**src/sv/hsr_pkg.sv**
```systemverilog
`timescale 1ns / 1ps
// ----------------------------------------------------------------------------
// hsr_pkg: shared types and constants for the Heron square root block
// Field widths, register indexes, controller state codes and the command and
// status groups that join the controller to the datapath.
// ----------------------------------------------------------------------------
package hsr_pkg;

   localparam int RADICAND_W = 32;
   localparam int ROOT_W     = 24;
   localparam int ROUNDS_W   = 7;
   localparam int TOL_W      = 16;
   localparam int LIMIT_W    = 7;
   localparam int WORK_W     = 32;

   localparam int CSR_INDEX_W = 1;
   localparam int CSR_DATA_W  = 16;

   localparam logic [CSR_INDEX_W-1:0] CSR_TOLERANCE_LSBS  = 1'b0;
   localparam logic [CSR_INDEX_W-1:0] CSR_ITERATION_LIMIT = 1'b1;

   localparam logic [TOL_W-1:0]   TOLERANCE_RESET = 16'd1;
   localparam logic [LIMIT_W-1:0] LIMIT_RESET     = 7'd32;

   localparam logic [ROOT_W-1:0] ROOT_SAT = {ROOT_W{1'b1}};

   typedef enum logic [3:0] {
      ST_IDLE   = 4'b0001,
      ST_CHECK  = 4'b0010,
      ST_DIVIDE = 4'b0100,
      ST_FINISH = 4'b1000
   } state_type;

   typedef struct packed {
      logic load;         // take a new radicand
      logic start_round;  // average x and y, arm the divider
      logic div_step;     // one quotient bit
      logic capture;      // load the result register
   } cmd_type;

   typedef struct packed {
      logic not_positive; // radicand is zero or negative
      logic within_tol;   // |x - y| within tolerance
      logic limit_hit;    // round limit reached
      logic div_last;     // divider on its final bit
   } status_type;

endpackage

```
**src/sv/hsr_ctrl.sv**
```systemverilog
`timescale 1ns / 1ps
// ----------------------------------------------------------------------------
// hsr_ctrl: sequencer for the Heron square root block
// Steps each word through tolerance checks and divider rounds, and owns the
// handshake flags of both channels.
// ----------------------------------------------------------------------------
module hsr_ctrl (
   input  logic               clock,
   input  logic               reset,
   input  logic               req_valid,
   output logic               req_stall,
   output logic               rsp_valid,
   input  logic               rsp_stall,
   input  hsr_pkg::status_type status,
   output hsr_pkg::cmd_type    cmd
);

   hsr_pkg::state_type state_ff, state_in;
   logic rsp_valid_ff, rsp_valid_in;
   logic slot_free;

   assign slot_free = !rsp_valid_ff || !rsp_stall;

   always_comb begin
      state_in = state_ff;
      cmd      = '0;
      unique case (state_ff)
         hsr_pkg::ST_IDLE: begin
            if (req_valid) begin
               cmd.load = 1'b1;
               state_in = hsr_pkg::ST_CHECK;
            end
         end
         hsr_pkg::ST_CHECK: begin
            if (status.not_positive || status.within_tol || status.limit_hit) begin
               state_in = hsr_pkg::ST_FINISH;
            end else begin
               cmd.start_round = 1'b1;
               state_in        = hsr_pkg::ST_DIVIDE;
            end
         end
         hsr_pkg::ST_DIVIDE: begin
            cmd.div_step = 1'b1;
            if (status.div_last) begin
               state_in = hsr_pkg::ST_CHECK;
            end
         end
         hsr_pkg::ST_FINISH: begin
            // wait for the result register to free up
            if (slot_free) begin
               cmd.capture = 1'b1;
               state_in    = hsr_pkg::ST_IDLE;
            end
         end
         default: begin
            state_in = hsr_pkg::ST_IDLE;
         end
      endcase
   end

   always_comb begin
      priority if (cmd.capture) begin
         rsp_valid_in = 1'b1;
      end else if (!rsp_stall) begin
         rsp_valid_in = 1'b0;
      end else begin
         rsp_valid_in = rsp_valid_ff;
      end
   end

   always_ff @(posedge clock) begin
      if (reset) begin
         state_ff     <= hsr_pkg::ST_IDLE;
         rsp_valid_ff <= 1'b0;
      end else begin
         state_ff     <= state_in;
         rsp_valid_ff <= rsp_valid_in;
      end
   end

   assign req_stall = (state_ff != hsr_pkg::ST_IDLE);
   assign rsp_valid = rsp_valid_ff;

endmodule

```
**src/sv/hsr_datapath.sv**
```systemverilog
`timescale 1ns / 1ps
// ----------------------------------------------------------------------------
// hsr_datapath: estimate, quotient and divider of the Heron square root block
// Holds the settings, the x/y pair, the round count, a restoring divider that
// makes one quotient bit per cycle, and the result register.
// ----------------------------------------------------------------------------
module hsr_datapath #(
   parameter int FRACTION_BITS = 16,
   parameter int MAX_ROUNDS    = 64
) (
   input  logic                                 clock,
   input  logic                                 reset,
   input  logic                                 csr_write_enable,
   input  logic [hsr_pkg::CSR_INDEX_W-1:0]      csr_index,
   input  logic [hsr_pkg::CSR_DATA_W-1:0]       csr_write_data,
   input  logic signed [hsr_pkg::RADICAND_W-1:0] req_radicand,
   input  hsr_pkg::cmd_type                     cmd,
   output hsr_pkg::status_type                  status,
   output logic [hsr_pkg::ROOT_W-1:0]           rsp_root,
   output logic [hsr_pkg::ROUNDS_W-1:0]         rsp_rounds_used,
   output logic                                 rsp_converged
);

   localparam int W     = hsr_pkg::WORK_W;
   localparam int NUM_W = W + FRACTION_BITS;
   localparam int CNT_W = $clog2(NUM_W);
   localparam logic [W-1:0] ONE = W'(1) << FRACTION_BITS;
   localparam logic [hsr_pkg::LIMIT_W-1:0] MAX_R = hsr_pkg::LIMIT_W'(MAX_ROUNDS);
   localparam logic [W-1:0] ROOT_MAX = W'(hsr_pkg::ROOT_SAT);

   logic [hsr_pkg::TOL_W-1:0]    tol_ff;
   logic [hsr_pkg::LIMIT_W-1:0]  limit_ff;
   logic [W-1:0]                 a_ff;
   logic                         not_positive_ff;
   logic [W-1:0]                 x_ff, x_in;
   logic [W-1:0]                 y_ff, y_in;
   logic [hsr_pkg::ROUNDS_W-1:0] rounds_ff, rounds_in;
   logic [W-1:0]                 rem_ff, rem_in;
   logic [NUM_W-1:0]             shift_ff, shift_in;
   logic [CNT_W-1:0]             count_ff, count_in;
   logic [hsr_pkg::ROOT_W-1:0]   root_ff;
   logic [hsr_pkg::ROUNDS_W-1:0] rounds_out_ff;
   logic                         converged_ff;

   logic [W-1:0]                 diff;
   logic [W:0]                   sum;
   logic [hsr_pkg::LIMIT_W-1:0]  limit_eff;
   logic [W:0]                   partial;
   logic                         fits;
   logic [W:0]                   reduced;
   logic [NUM_W-1:0]             quot;
   logic [W-1:0]                 quot_sat;
   logic                         load_positive;

   assign diff      = (x_ff >= y_ff) ? (x_ff - y_ff) : (y_ff - x_ff);
   assign sum       = {1'b0, x_ff} + {1'b0, y_ff};
   assign limit_eff = (limit_ff > MAX_R) ? MAX_R : limit_ff;

   // restoring divide step; remainder stays below x, so it fits W bits
   assign partial  = {rem_ff, shift_ff[NUM_W-1]};
   assign fits     = (partial >= {1'b0, x_ff});
   assign reduced  = partial - {1'b0, x_ff};
   assign rem_in   = fits ? reduced[W-1:0] : partial[W-1:0];
   assign quot     = {shift_ff[NUM_W-2:0], fits};
   // a zero divisor yields an all-ones quotient and saturates here too
   assign quot_sat = (quot[NUM_W-1:W] != '0) ? {W{1'b1}} : quot[W-1:0];

   assign load_positive = (req_radicand != '0) && !req_radicand[hsr_pkg::RADICAND_W-1];

   assign status.not_positive = not_positive_ff;
   assign status.within_tol   = (diff <= W'(tol_ff));
   assign status.limit_hit    = (rounds_ff >= limit_eff);
   assign status.div_last     = (count_ff == '0);

   always_comb begin
      x_in      = x_ff;
      y_in      = y_ff;
      rounds_in = rounds_ff;
      shift_in  = shift_ff;
      count_in  = count_ff;
      priority if (cmd.load) begin
         // a non-positive radicand leaves the estimate and quotient alone
         if (load_positive) begin
            x_in = W'(req_radicand);
            y_in = ONE;
         end
         rounds_in = '0;
      end else if (cmd.start_round) begin
         x_in      = sum[W:1];
         rounds_in = rounds_ff + 1'b1;
         shift_in  = {a_ff, {FRACTION_BITS{1'b0}}};
         count_in  = CNT_W'(NUM_W - 1);
      end else if (cmd.div_step) begin
         shift_in = quot;
         count_in = count_ff - 1'b1;
         if (count_ff == '0) begin
            y_in = quot_sat;
         end
      end else begin
         x_in = x_ff;
      end
   end

   always_ff @(posedge clock) begin
      if (reset) begin
         tol_ff   <= hsr_pkg::TOLERANCE_RESET;
         limit_ff <= hsr_pkg::LIMIT_RESET;
      end else if (csr_write_enable) begin
         unique case (csr_index)
            hsr_pkg::CSR_TOLERANCE_LSBS: begin
               tol_ff <= csr_write_data;
            end
            hsr_pkg::CSR_ITERATION_LIMIT: begin
               limit_ff <= csr_write_data[hsr_pkg::LIMIT_W-1:0];
            end
            default: begin
               tol_ff <= tol_ff;
            end
         endcase
      end
   end

   always_ff @(posedge clock) begin
      if (reset) begin
         x_ff <= '0;
         y_ff <= '0;
      end else begin
         x_ff <= x_in;
         y_ff <= y_in;
      end
   end

   always_ff @(posedge clock) begin
      if (cmd.load) begin
         a_ff            <= W'(req_radicand);
         not_positive_ff <= !load_positive;
      end
      if (cmd.start_round) begin
         rem_ff <= '0;
      end else if (cmd.div_step) begin
         rem_ff <= rem_in;
      end
      rounds_ff <= rounds_in;
      shift_ff  <= shift_in;
      count_ff  <= count_in;
      if (cmd.capture) begin
         if (not_positive_ff) begin
            root_ff       <= '0;
            rounds_out_ff <= '0;
         end else begin
            root_ff       <= (x_ff > ROOT_MAX) ? hsr_pkg::ROOT_SAT
                                               : x_ff[hsr_pkg::ROOT_W-1:0];
            rounds_out_ff <= rounds_ff;
         end
         converged_ff <= not_positive_ff || status.within_tol;
      end
   end

   assign rsp_root        = root_ff;
   assign rsp_rounds_used = rounds_out_ff;
   assign rsp_converged   = converged_ff;

endmodule

```
**src/sv/heron_square_root.sv**
```systemverilog
`timescale 1ns / 1ps
// ----------------------------------------------------------------------------
// heron_square_root: Q16.16 square root by Heron's iteration
// Sequencer plus datapath with a one-bit-per-cycle restoring divider.
// ----------------------------------------------------------------------------
// Usage:
//   req_* carries one signed radicand word; it is taken when req_valid is high
//   and req_stall is low. req_stall is low only while the block is idle.
//   rsp_* returns root, rounds_used and converged; the word is taken when
//   rsp_valid is high and rsp_stall is low. A finished word waits in the
//   result register while the next radicand is accepted.
//   csr_write_enable/csr_index/csr_write_data write tolerance_lsbs (index 0)
//   and iteration_limit (index 1); write only while the block is idle.
// Sequence:
//   Each round runs a check state and then D = 32 + FRACTION_BITS divider
//   bits (D is 48 at Q16.16), one quotient bit per cycle; the word then
//   passes to the finish state and the result register. A non-positive
//   radicand goes from the check state straight to the finish state. A word
//   is taken only once the last one has been captured and the block is idle.
// Reset:
//   Synchronous; clears the sequencer and rsp_valid, restores the register
//   defaults (tolerance 1, limit 32) and zeroes the estimate and quotient.
// Stall:
//   A stalled result holds; a word that finishes meanwhile waits in its last
//   state until the result register frees up.
// ----------------------------------------------------------------------------
module heron_square_root #(
   parameter int FRACTION_BITS = 16,
   parameter int MAX_ROUNDS    = 64
) (
   input  logic                                  clock,
   input  logic                                  reset,
   input  logic                                  req_valid,
   output logic                                  req_stall,
   input  logic signed [hsr_pkg::RADICAND_W-1:0] req_radicand,
   output logic                                  rsp_valid,
   input  logic                                  rsp_stall,
   output logic [hsr_pkg::ROOT_W-1:0]            rsp_root,
   output logic [hsr_pkg::ROUNDS_W-1:0]          rsp_rounds_used,
   output logic                                  rsp_converged,
   input  logic                                  csr_write_enable,
   input  logic [hsr_pkg::CSR_INDEX_W-1:0]       csr_index,
   input  logic [hsr_pkg::CSR_DATA_W-1:0]        csr_write_data
);

   hsr_pkg::cmd_type    cmd;
   hsr_pkg::status_type status;

   // sequencer: checks, rounds and handshake flags
   hsr_ctrl u_ctrl (
      .clock     (clock),
      .reset     (reset),
      .req_valid (req_valid),
      .req_stall (req_stall),
      .rsp_valid (rsp_valid),
      .rsp_stall (rsp_stall),
      .status    (status),
      .cmd       (cmd)
   );

   // estimate, quotient, divider, settings and result register
   hsr_datapath #(
      .FRACTION_BITS (FRACTION_BITS),
      .MAX_ROUNDS    (MAX_ROUNDS)
   ) u_datapath (
      .clock            (clock),
      .reset            (reset),
      .csr_write_enable (csr_write_enable),
      .csr_index        (csr_index),
      .csr_write_data   (csr_write_data),
      .req_radicand     (req_radicand),
      .cmd              (cmd),
      .status           (status),
      .rsp_root         (rsp_root),
      .rsp_rounds_used  (rsp_rounds_used),
      .rsp_converged    (rsp_converged)
   );

endmodule
```
**config.mk**
```make
export PLATFORM = sky130hd
export DESIGN_NAME = heron_square_root
export DESIGN_NICKNAME = d
export VERILOG_FILES = /design/src/sv/hsr_pkg.sv /design/src/sv/hsr_ctrl.sv /design/src/sv/hsr_datapath.sv /design/src/sv/heron_square_root.sv
export SDC_FILE = /design/constraint.sdc
export NUM_CORES = 1
export LEC_CHECK = 0
export BUFFER_PORTS_ARGS = -buffer_cell sky130_fd_sc_hd__buf_2
export CAP_MARGIN = 20
export CORE_UTILIZATION = 35
export CTS_BUF_LIST = sky130_fd_sc_hd__clkbuf_16
export DETAILED_ROUTE_END_ITERATION = 7
export GPL_TIMING_DRIVEN = 0
export PLACE_DENSITY = 0.57
export SLEW_MARGIN = 0
export SYNTH_ARGS = -nofsm -noshare
export SYNTH_HDL_FRONTEND = slang
export SYNTH_SLANG_ARGS = --single-unit
```
**constraint.sdc**
```tcl
create_clock -name clock -period 8.4 [get_ports clock]
set_clock_uncertainty 0.05 [all_clocks]
set_input_delay 0.84 -clock clock [delete_from_list [all_inputs] [get_ports clock]]
set_output_delay 0.84 -clock clock [all_outputs]
set_load 0.005 [all_outputs]
```
* Word level (Yosys, flattened, before mapping)
Index checks and enable logic that the tools add are counted.
** Word-level totals
- Flip-flop bits (word level) :: 250
- Output and inout bits :: 34
- Word-level logic and storage cells :: 92
** Operators by class
- Add/sub/neg operators :: 6
- Magnitude comparators :: 6
- Equal/unequal tests :: 11
- Muxes and demuxes :: 30
- Bitwise operators :: 2
- Reduce and logical (&&, ||, !) cells :: 21
** Operator list (number)
- 32-bit two-way mux :: 11
- 48-bit two-way mux :: 2
- 32-bit subtractor :: 3
- 32-bit by 32-bit adder with 33-bit output :: 1
- 33-bit by 32-bit greater-or-equal comparator with 1-bit output :: 1
- 32-bit greater-or-equal comparator :: 1
- 32-bit by 24-bit > comparator with 1-bit output, second input constant :: 1
- 32-bit by 16-bit less-or-equal comparator with 1-bit output :: 1
- 32-bit nonzero test :: 1
- 24-bit two-way mux :: 1
- 4-bit two-way mux :: 4
- 4-bit case mux with 4 select lines :: 1
- 16-bit nonzero test :: 1
- 1-bit two-way mux :: 9
- 2-bit by 1-bit != test with 1-bit output, second input constant :: 4
- 2-bit AND reduction :: 4
- 2-bit nonzero test :: 4
- 7-bit by 1-bit adder with 7-bit output, second input constant :: 1
- 7-bit greater-or-equal comparator :: 1
- 7-bit > comparator, second input constant :: 1
- 7-bit two-way mux :: 1
- 6-bit logical NOT :: 1
- 6-bit two-way mux :: 1
- 6-bit by 1-bit subtractor with 6-bit output, second input constant :: 1
- 12 further kinds :: 19

* Logic depth before layout (Yosys ltp)
Gate-level depths: netlist of run 1.
- Depth after elaboration :: 9
- Depth in mapped cells :: 32
- Depth with buffers taken out :: 30

* Hierarchy
A second synthesis of run 1 with hierarchy kept.
** Unflattened totals
- Cell total of the unflattened synthesis :: 1980
- Area total of the unflattened synthesis :: 17058.9 µm²
** Modules (own cells, without submodules)
- hsr_datapath :: times used 1, cells an instance 1943, area an instance 16746.1 µm², seq. area each 6095.8 µm²
- hsr_ctrl :: times used 1, cells an instance 37, area an instance 312.8 µm², seq. area each 100.1 µm²

* Worst setup path before layout of run 1
No wires, ideal clock.
- Kind :: reg-to-reg
- From :: reg u_datapath.x_ff[0]
- To :: reg u_datapath.count_ff[0], enable pin
- Library setup time :: 624 ps
- Data arrival time :: 6469 ps
- Slack :: 1257 ps
- Stages on the path, launching flop included :: 30
- Buffers on the path :: 3
- Clock period less this slack :: 7143 ps
- Cells stage by stage :: dfxtp_1 -> inv_1 -> ha_1 -> inv_1 -> fa_1 -> a21o_1 -> a221oi_2 -> o21ai_1 -> a22o_2 -> o31a_1 -> nor2_1 -> clkbuf_1 -> nor2_1 -> a21oi_1 -> xnor2_1 -> ha_1 -> a21o_1 -> a21o_1 -> a2111oi_0 -> o21ai_0 -> nand2_1 -> o21ai_0 -> nor2_1 -> mux2_2 -> o2111ai_1 -> nor4_4 -> a21o_4 -> buf_4 -> buf_2 -> nand2_1
** Between the ends
- Longest elaborated chain between the ends :: 9
- Elaborated cells on any way between the ends :: 11
** Ends and longest elaborated chain
- start: declaration :: RTL line hsr_datapath.sv:35 : logic [W-1:0] x_ff, x_in;
- start signal: assignment :: RTL line hsr_datapath.sv:128 : x_ff <= x_in;
- 32-bit subtractor / 32-bit greater-or-equal comparator (equally long branches) :: RTL line hsr_datapath.sv:55 : assign diff = (x_ff >= y_ff) ? (x_ff - y_ff) : (y_ff - x_ff);
- 32-bit two-way mux * :: RTL line hsr_datapath.sv:55
- 32-bit by 16-bit less-or-equal comparator with 1-bit output * :: RTL line hsr_datapath.sv:71 : assign status.within_tol = (diff <= W'(tol_ff));
- 1-bit logical OR * (2 in a row) :: RTL line hsr_ctrl.sv:35 : if (status.not_positive || status.within_tol || status.limit_hit) begin
- 1-bit two-way mux * :: RTL line hsr_ctrl.sv:35
- 1-bit two-way mux * :: RTL line hsr_ctrl.sv:27 : unique case (state_ff)
- 2-bit nonzero test (no source line) *
- 2-bit AND reduction (no source line) *
- end signal: assignment :: RTL line hsr_datapath.sv:145 : count_ff <= count_in;
- end: declaration :: RTL line hsr_datapath.sv:40 : logic [CNT_W-1:0] count_ff, count_in;
Every way passes the cells marked *; elsewhere a longest branch is shown, timed or not.
A chain may end at the register's enable or synchronous reset.

* Worst setup path in the final report of run 1
- From :: reg u_datapath.x_ff[0]
- To :: reg u_datapath.shift_ff[3], enable pin
** Between the ends
- Longest elaborated chain between the ends :: 9
- Elaborated cells on any way between the ends :: 11
** Ends and longest elaborated chain
- 32-bit subtractor / 32-bit greater-or-equal comparator (equally long branches) :: RTL line hsr_datapath.sv:55
- 32-bit two-way mux * :: RTL line hsr_datapath.sv:55
- 32-bit by 16-bit less-or-equal comparator with 1-bit output * :: RTL line hsr_datapath.sv:71
- 1-bit logical OR * (2 in a row) :: RTL line hsr_ctrl.sv:35
- 1-bit two-way mux * :: RTL line hsr_ctrl.sv:35
- 1-bit two-way mux * :: RTL line hsr_ctrl.sv:27
- 2-bit nonzero test (no source line) *
- 2-bit AND reduction (no source line) *
- end signal: assignment :: RTL line hsr_datapath.sv:144 : shift_ff <= shift_in;
- end: declaration :: RTL line hsr_datapath.sv:39 : logic [NUM_W-1:0] shift_ff, shift_in;
Marks and branches as above.

==> results_dict.tcl, run 1 <==
set metrics [dict create \
    status "finished, final reports clean" \
    grt_max_degree 39 \
    ff2ff_setup_slack_ns 0.37 \
    worstReg2RegStart "u_datapath.x_ff[0]" \
    finalPower_mw 4.34 \
    cts.clk_slew.worst_paths_ns 0.06 \
    max_freq_ghz 0.124 \
    fin_crit_ns 8.03 \
    synthDistinctLibCells 74 \
    via_per_inst 5.71 \
    synth-main-ff-cell "dfxtp_1" \
    final_cell_area_um2 19400 \
    grt-ovfl-total 0 \
    crit_arrival_ns 8.29 \
    wire_per_inst_um 21.6 \
    top_layer "met5" \
    drv_slew 0 \
    relSlewSlack 0.296 \
    met1Wirelength_mm 27.3 \
    track_usage 0.239 \
    dr_wl_met3_mm 4.44 \
    r2r_cells 31 \
    pin_count 88 \
    tightest_slew_ns 1.06 \
    ys_ff_latch 250 \
    antenna_found_initial 6 \
    syn-num-nets 2252 \
    worstPathRequired_ns 8.66 \
    max-cap-violations 0 \
    critPathTopFamily "compound AO/OA/AOI/OAI gates" \
    netlist_area_um2 17100 \
    period_share 0.956 \
    cts_tree "yes" \
    cp_num_buf_inv 5 \
    grt_pass1_wl_mm 91.6 \
    initial_core_util 0.357 \
    clk_path_buf_depth 3 \
    reg2reg_to "u_datapath.shift_ff[3]" \
    grt_pass1_vias 15200 \
    drive_gt1_frac 0.0837 \
    fill_cells 4902 \
    startpoint "u_datapath.x_ff[0]" \
    synth_edf_count 119 \
    fin_ws_ns 0.366 \
    htreeDepth 1 \
    slowest_delay_ns 0.46 \
    hold_class "flip-flop to flip-flop" \
    clock-sinks 250 \
    num_rows 80 \
    cts-root-buf "clkbuf_16" \
    detailed_place.area_um2 18400 \
    timing.final.hold_violations 0 \
    wl_mm 60.7 \
    drcViolationCount 0 \
    async_reset_ff_frac 0 \
    endpoint "u_datapath.shift_ff[3]" \
    die-area_um2 49700 \
    worstSetupPathDepth 31 \
    crit_path_top_delay_cell "a221oi_2" \
    cts_hold_buf 0 \
    peakVddDrop_uv 166 \
    leakagePower_nw 7.69 \
    die_h_um 223 \
    gp_congestion 0.931 \
    rsz0062_at_grt "false" \
    portBuffers 84 \
    powerDensity_nw_per_um2 224 \
    final_nets 2374 \
    dr_total_vias 16000 \
    path_class "flip-flop to flip-flop" \
    yosysWarnings 0 \
    die_w_um 223 \
    cts_buffers 30 \
    endpoint_kind "flip-flop" \
    setup_viol 0 \
    wl_met2_mm 27.0 \
    ant_nets 0 \
    holdCritStartpoint "u_datapath.tol_ff[10]" \
    area_delta_synth_final_pct 13.5 \
    cp_max_fo 38 \
    drtPass1Iterations 5 \
    postSynthAreaPerCell_um2 8.38 \
    synthCells 2041 \
    clk_latency_ns 0.59 \
    multiInputGateArea_um2 9980 \
    drtIter0Drc 1373 \
    worstSetupStartpointType "flip-flop" \
    core_area_um2 47900 \
    dp_slack_ns -0.273 \
    dpl.hpwl_mm 47.9 \
    final-seq-area_um2 6200 \
    seq_area_frac_synth 0.362 \
]
==> worst reg2reg max path, delay by kind of cell, from the launching register on <==
family | cells | cell delay [ns]
compound gates | 17 | 3.61
buf+inv | 5 | 1.22
simple gates | 4 | 1.03
fa+ha+maj | 3 | 0.96
flops | 1 | 0.42
xor+xnor | 1 | 0.23
mux | 1 | 0.19
==> power by group <==
| part | internal (mW) | total, mW | switching [mW] |
|---|---|---|---|
| logic | 0.639 | 1.69 | 1.05 |
| clock network | 0.730 | 1.28 | 0.548 |
| registers | 1.33 | 1.37 | 0.0355 |
==> sequential cells by signal, summed over array words and instances, names as in the netlist, 16 cells and up <==
signal / cells
u_datapath.tol_ff: 16
u_datapath.rem_ff: 32
u_datapath.shift_ff: 48
u_datapath.a_ff: 32
u_datapath.rsp_root: 24
u_datapath.x_ff: 32
u_datapath.y_ff: 32
==> cells by family after synthesis <==
group | synth area share
AO/OA/AOI/OAI | 0.243
XOR/XNOR | 0.0436
adder cells (fa/ha/maj) | 0.117
buffers and inverters | 0.0569
flip-flops | 0.362
multiplexers | 0.0100
AND/OR/NAND/NOR | 0.167
==> worst min path at each step <==
stage / end / slack (ns) / cells after the start
after detailed placement: u_datapath.tol_ff[10] / 0.40 / 2
after global placement: u_datapath.tol_ff[5] / 0.40 / 2
final: u_datapath.tol_ff[10] / 0.40 / 2
after floorplan: u_datapath.limit_ff[0] / 0.38 / 2
after global routing: u_datapath.a_ff[5] / 0.41 / 1
after CTS: u_datapath.a_ff[5] / 0.40 / 1
==> synth_stat cells (all sizes together), types with 36 or more instances <==
cell type / n / share of area
o211ai: 46 / 0.020
a21oi: 207 / 0.061
ha: 153 / 0.11
a211oi: 40 / 0.018
nor3: 36 / 0.011
inv: 133 / 0.029
nor2: 131 / 0.029
clkbuf: 85 / 0.019
o21ai: 144 / 0.042
nand2: 289 / 0.064
edfxtp: 119 / 0.21
dfxtp: 131 / 0.15
xnor2: 62 / 0.032
==> per-layer routing <==
layer / track usage / vias up
li1: - / 7609
met4: 0.0741 / 4
met2: 0.382 / 596
met5: 0 / -
met1: 0.330 / 7715
met3: 0.0361 / 108
==> stage by stage <==
stage	hold WS [ns]	utilization	setup TNS (ns)	cells
floorplan	0.382	-	0	2041
global placement	0.396	0.381	-85.03	2740
detailed placement	0.398	0.384	-12.35	2746
CTS	0.400	0.404	0	2801
global route	0.407	0.405	0	2804
finish	0.401	0.405	0	2806
==> placed cells by master, fill, tap and decap left out, types with 25 or more instances in the layout <==
cell,count
buf_2,96
nor3_1,36
ha_1,153
o211ai_1,46
inv_1,138
nand3_1,30
a211oi_1,40
o21bai_1,33
a21oi_1,205
edfxtp_1,119
nand2_1,286
o21ai_0,140
clkbuf_16,31
o31ai_1,29
xnor2_1,62
a21o_1,33
nand4_1,25
dfxtp_1,131
a31oi_1,34
clkbuf_1,82
nor2_1,130
==> area by class of cell <==
| cell class | count | share of cell area |
|---|---|---|
| Multi-Input combinational cell | 1547 | 0.515 |
| Clock inverter | 25 | 0.00961 |
| Antenna cell | 4 | 0.000516 |
| Sequential cell | 250 | 0.319 |
| Tap cell | 615 | 0.0397 |
| Inverter | 135 | 0.0261 |
| Timing Repair Buffer | 91 | 0.0263 |
| Buffer | 108 | 0.0239 |
| Clock buffer | 31 | 0.0400 |
==> repair_timing <==
action	CTS	global route
gates resized for setup	2	5
pin swaps	0	1
setup endpoints to repair	83	68
setup buffers	0	1
Note: power is estimated with default switching activity, not from simulation.
==> run 2: changes to the inputs <==
- GPL_TIMING_DRIVEN: 0 -> 1
==> results_dict.tcl, run 2 (synthesized netlist as in run 1, its figures left out) <==
set metrics [dict create \
    p_switching_mw 1.56 \
    tightest_slew_ns 1.11 \
    cp_max_fo 54 \
    wire_per_inst_um 20.6 \
    worstSetupStartpointType "flip-flop" \
    setup_viol 0 \
    final_cell_area_um2 19000 \
    layout_common_cells "nand2_1 (285), a21oi_1 (205), ha_1 (153)" \
    drive_gt1_frac 0.0870 \
    cts.clk_slew.worst_paths_ns 0.06 \
    wl_mm 55.8 \
    slowest_delay_ns 0.54 \
    path_class "flip-flop to flip-flop" \
    antenna_found_initial 4 \
    powerDensity_nw_per_um2 224 \
    num_rows 80 \
    cts-root-buf "clkbuf_16" \
    drtPass1Iterations 5 \
    max_freq_ghz 0.135 \
    die-area_um2 49700 \
    critPathTopFamily "compound AO/OA/AOI/OAI gates" \
    cts-resized-gates 0 \
    cts_buffers 29 \
    ff2ff_setup_slack_ns 0.99 \
    clk_latency_ns 0.57 \
    p_sw_frac 0.365 \
    die_h_um 223 \
    comb_power_share 0.378 \
    timing.final.hold_violations 0 \
    ant_nets 0 \
    p_clk_frac 0.302 \
    detailed_place.area_um2 18100 \
    antenna_cells 0 \
    startpoint "u_datapath.x_ff[0]" \
    holdCritStartpoint "u_datapath.tol_ff[8]" \
    dpl.hpwl_mm 42.4 \
    tns_ns 0 \
    clk_path_buf_depth 3 \
    regMostFlops "u_datapath.shift_ff" \
    crit_arrival_ns 7.60 \
    grt_max_degree 80 \
    cts_hold_buf 0 \
    final_common_cell "nand2_1" \
    drtIter0Drc 1058 \
    htreeDepth 1 \
    crit_path_top_delay_cell "a221oi_2" \
    portBuffers 87 \
    grt-ovfl-total 0 \
    via_per_inst 5.65 \
    largest_reg_flops 48 \
    core_area_um2 47900 \
    pin_count 88 \
    fin_crit_ns 7.41 \
    leakagePower_nw 7.58 \
    peakVddDrop_uv 158 \
    relSlewSlack 0.260 \
    p_int_mw 2.71 \
    cts_tree "yes" \
    gp_congestion 0.929 \
    die_w_um 223 \
    endpoint_kind "flip-flop" \
    worstReg2RegStart "u_datapath.x_ff[0]" \
    cp_num_buf_inv 3 \
    status "finished, final reports clean" \
    dr_total_vias 15300 \
    area_delta_synth_final_pct 11.3 \
    max-cap-violations 0 \
    clock-sinks 250 \
    rsz0062_at_grt "false" \
    period_share 0.883 \
    worstPathRequired_ns 8.58 \
    post_cts_buffers 0 \
    grt_pass1_vias 14700 \
    grt_pass1_wl_mm 85.5 \
    track_usage 0.220 \
    hold_class "flip-flop to flip-flop" \
    drv_slew 0 \
    initial_core_util 0.357 \
    utilization 0.397 \
    drcViolationCount 0 \
    final_nets 2281 \
    pwr-share-seq 0.320 \
]
run 2: final cells by class:
| class | instances | area [um^2] |
|---|---|---|
| fill | 4864 | 28900 |
| multi-input combinational | 1547 | 9970 |
| sequential | 250 | 6200 |
| clock buffer | 31 | 776 |
| tap | 615 | 769 |
| timing repair buffer | 107 | 613 |
| inverter | 135 | 507 |
| clock inverter | 23 | 198 |
run 2: path summary, 6_finish.rpt:
kind / to / cells past startpoint
setup / recovery: u_datapath.count_ff[5] / 29
setup reg to reg: u_datapath.count_ff[5] / 29
hold reg to reg: u_datapath.tol_ff[8] / 2
hold / removal: u_datapath.tol_ff[8] / 2
run 2: power groups by stage:
stage | Sequential (mW) | Combinational, mW | Clock (mW)
detailed placement | 1.39 | 1.59 | 0
finish | 1.37 | 1.61 | 1.29
CTS | 1.37 | 1.60 | 1.31
global placement | 1.39 | 1.59 | 0
floorplan | 1.38 | 1.21 | 0
global route | 1.37 | 1.80 | 1.36
run 2: worst min-delay path, delay by kind of cell, from the launching register on:
family,cells,cell delay [ns]
flops,1,0.31
compound gates,1,0.05
simple gates,1,0.05
run 2: per-layer routing:
layer  vias to the layer above  global-route usage  routed length [um]
li1                       7406                   -                   -
met1                      7332               0.285               24400
met2                       421               0.361               25700
met3                       127              0.0421                3350
met4                         6              0.0877                2350
met5                         -                   0                  41
run 2: per-stage QoR:
step           cells  hold slack, ns  power, mW  worst slack (ns)
2_1_floorplan   2041           0.382       2.59              1.26
3_3_place_gp    2653           0.397       2.98              1.28
3_5_place_dp    2654           0.400       2.98              1.20
4_1_cts         2708           0.398       4.28              1.18
5_1_grt         2708           0.399       4.53             0.579
6_report        2708           0.404       4.27             0.985
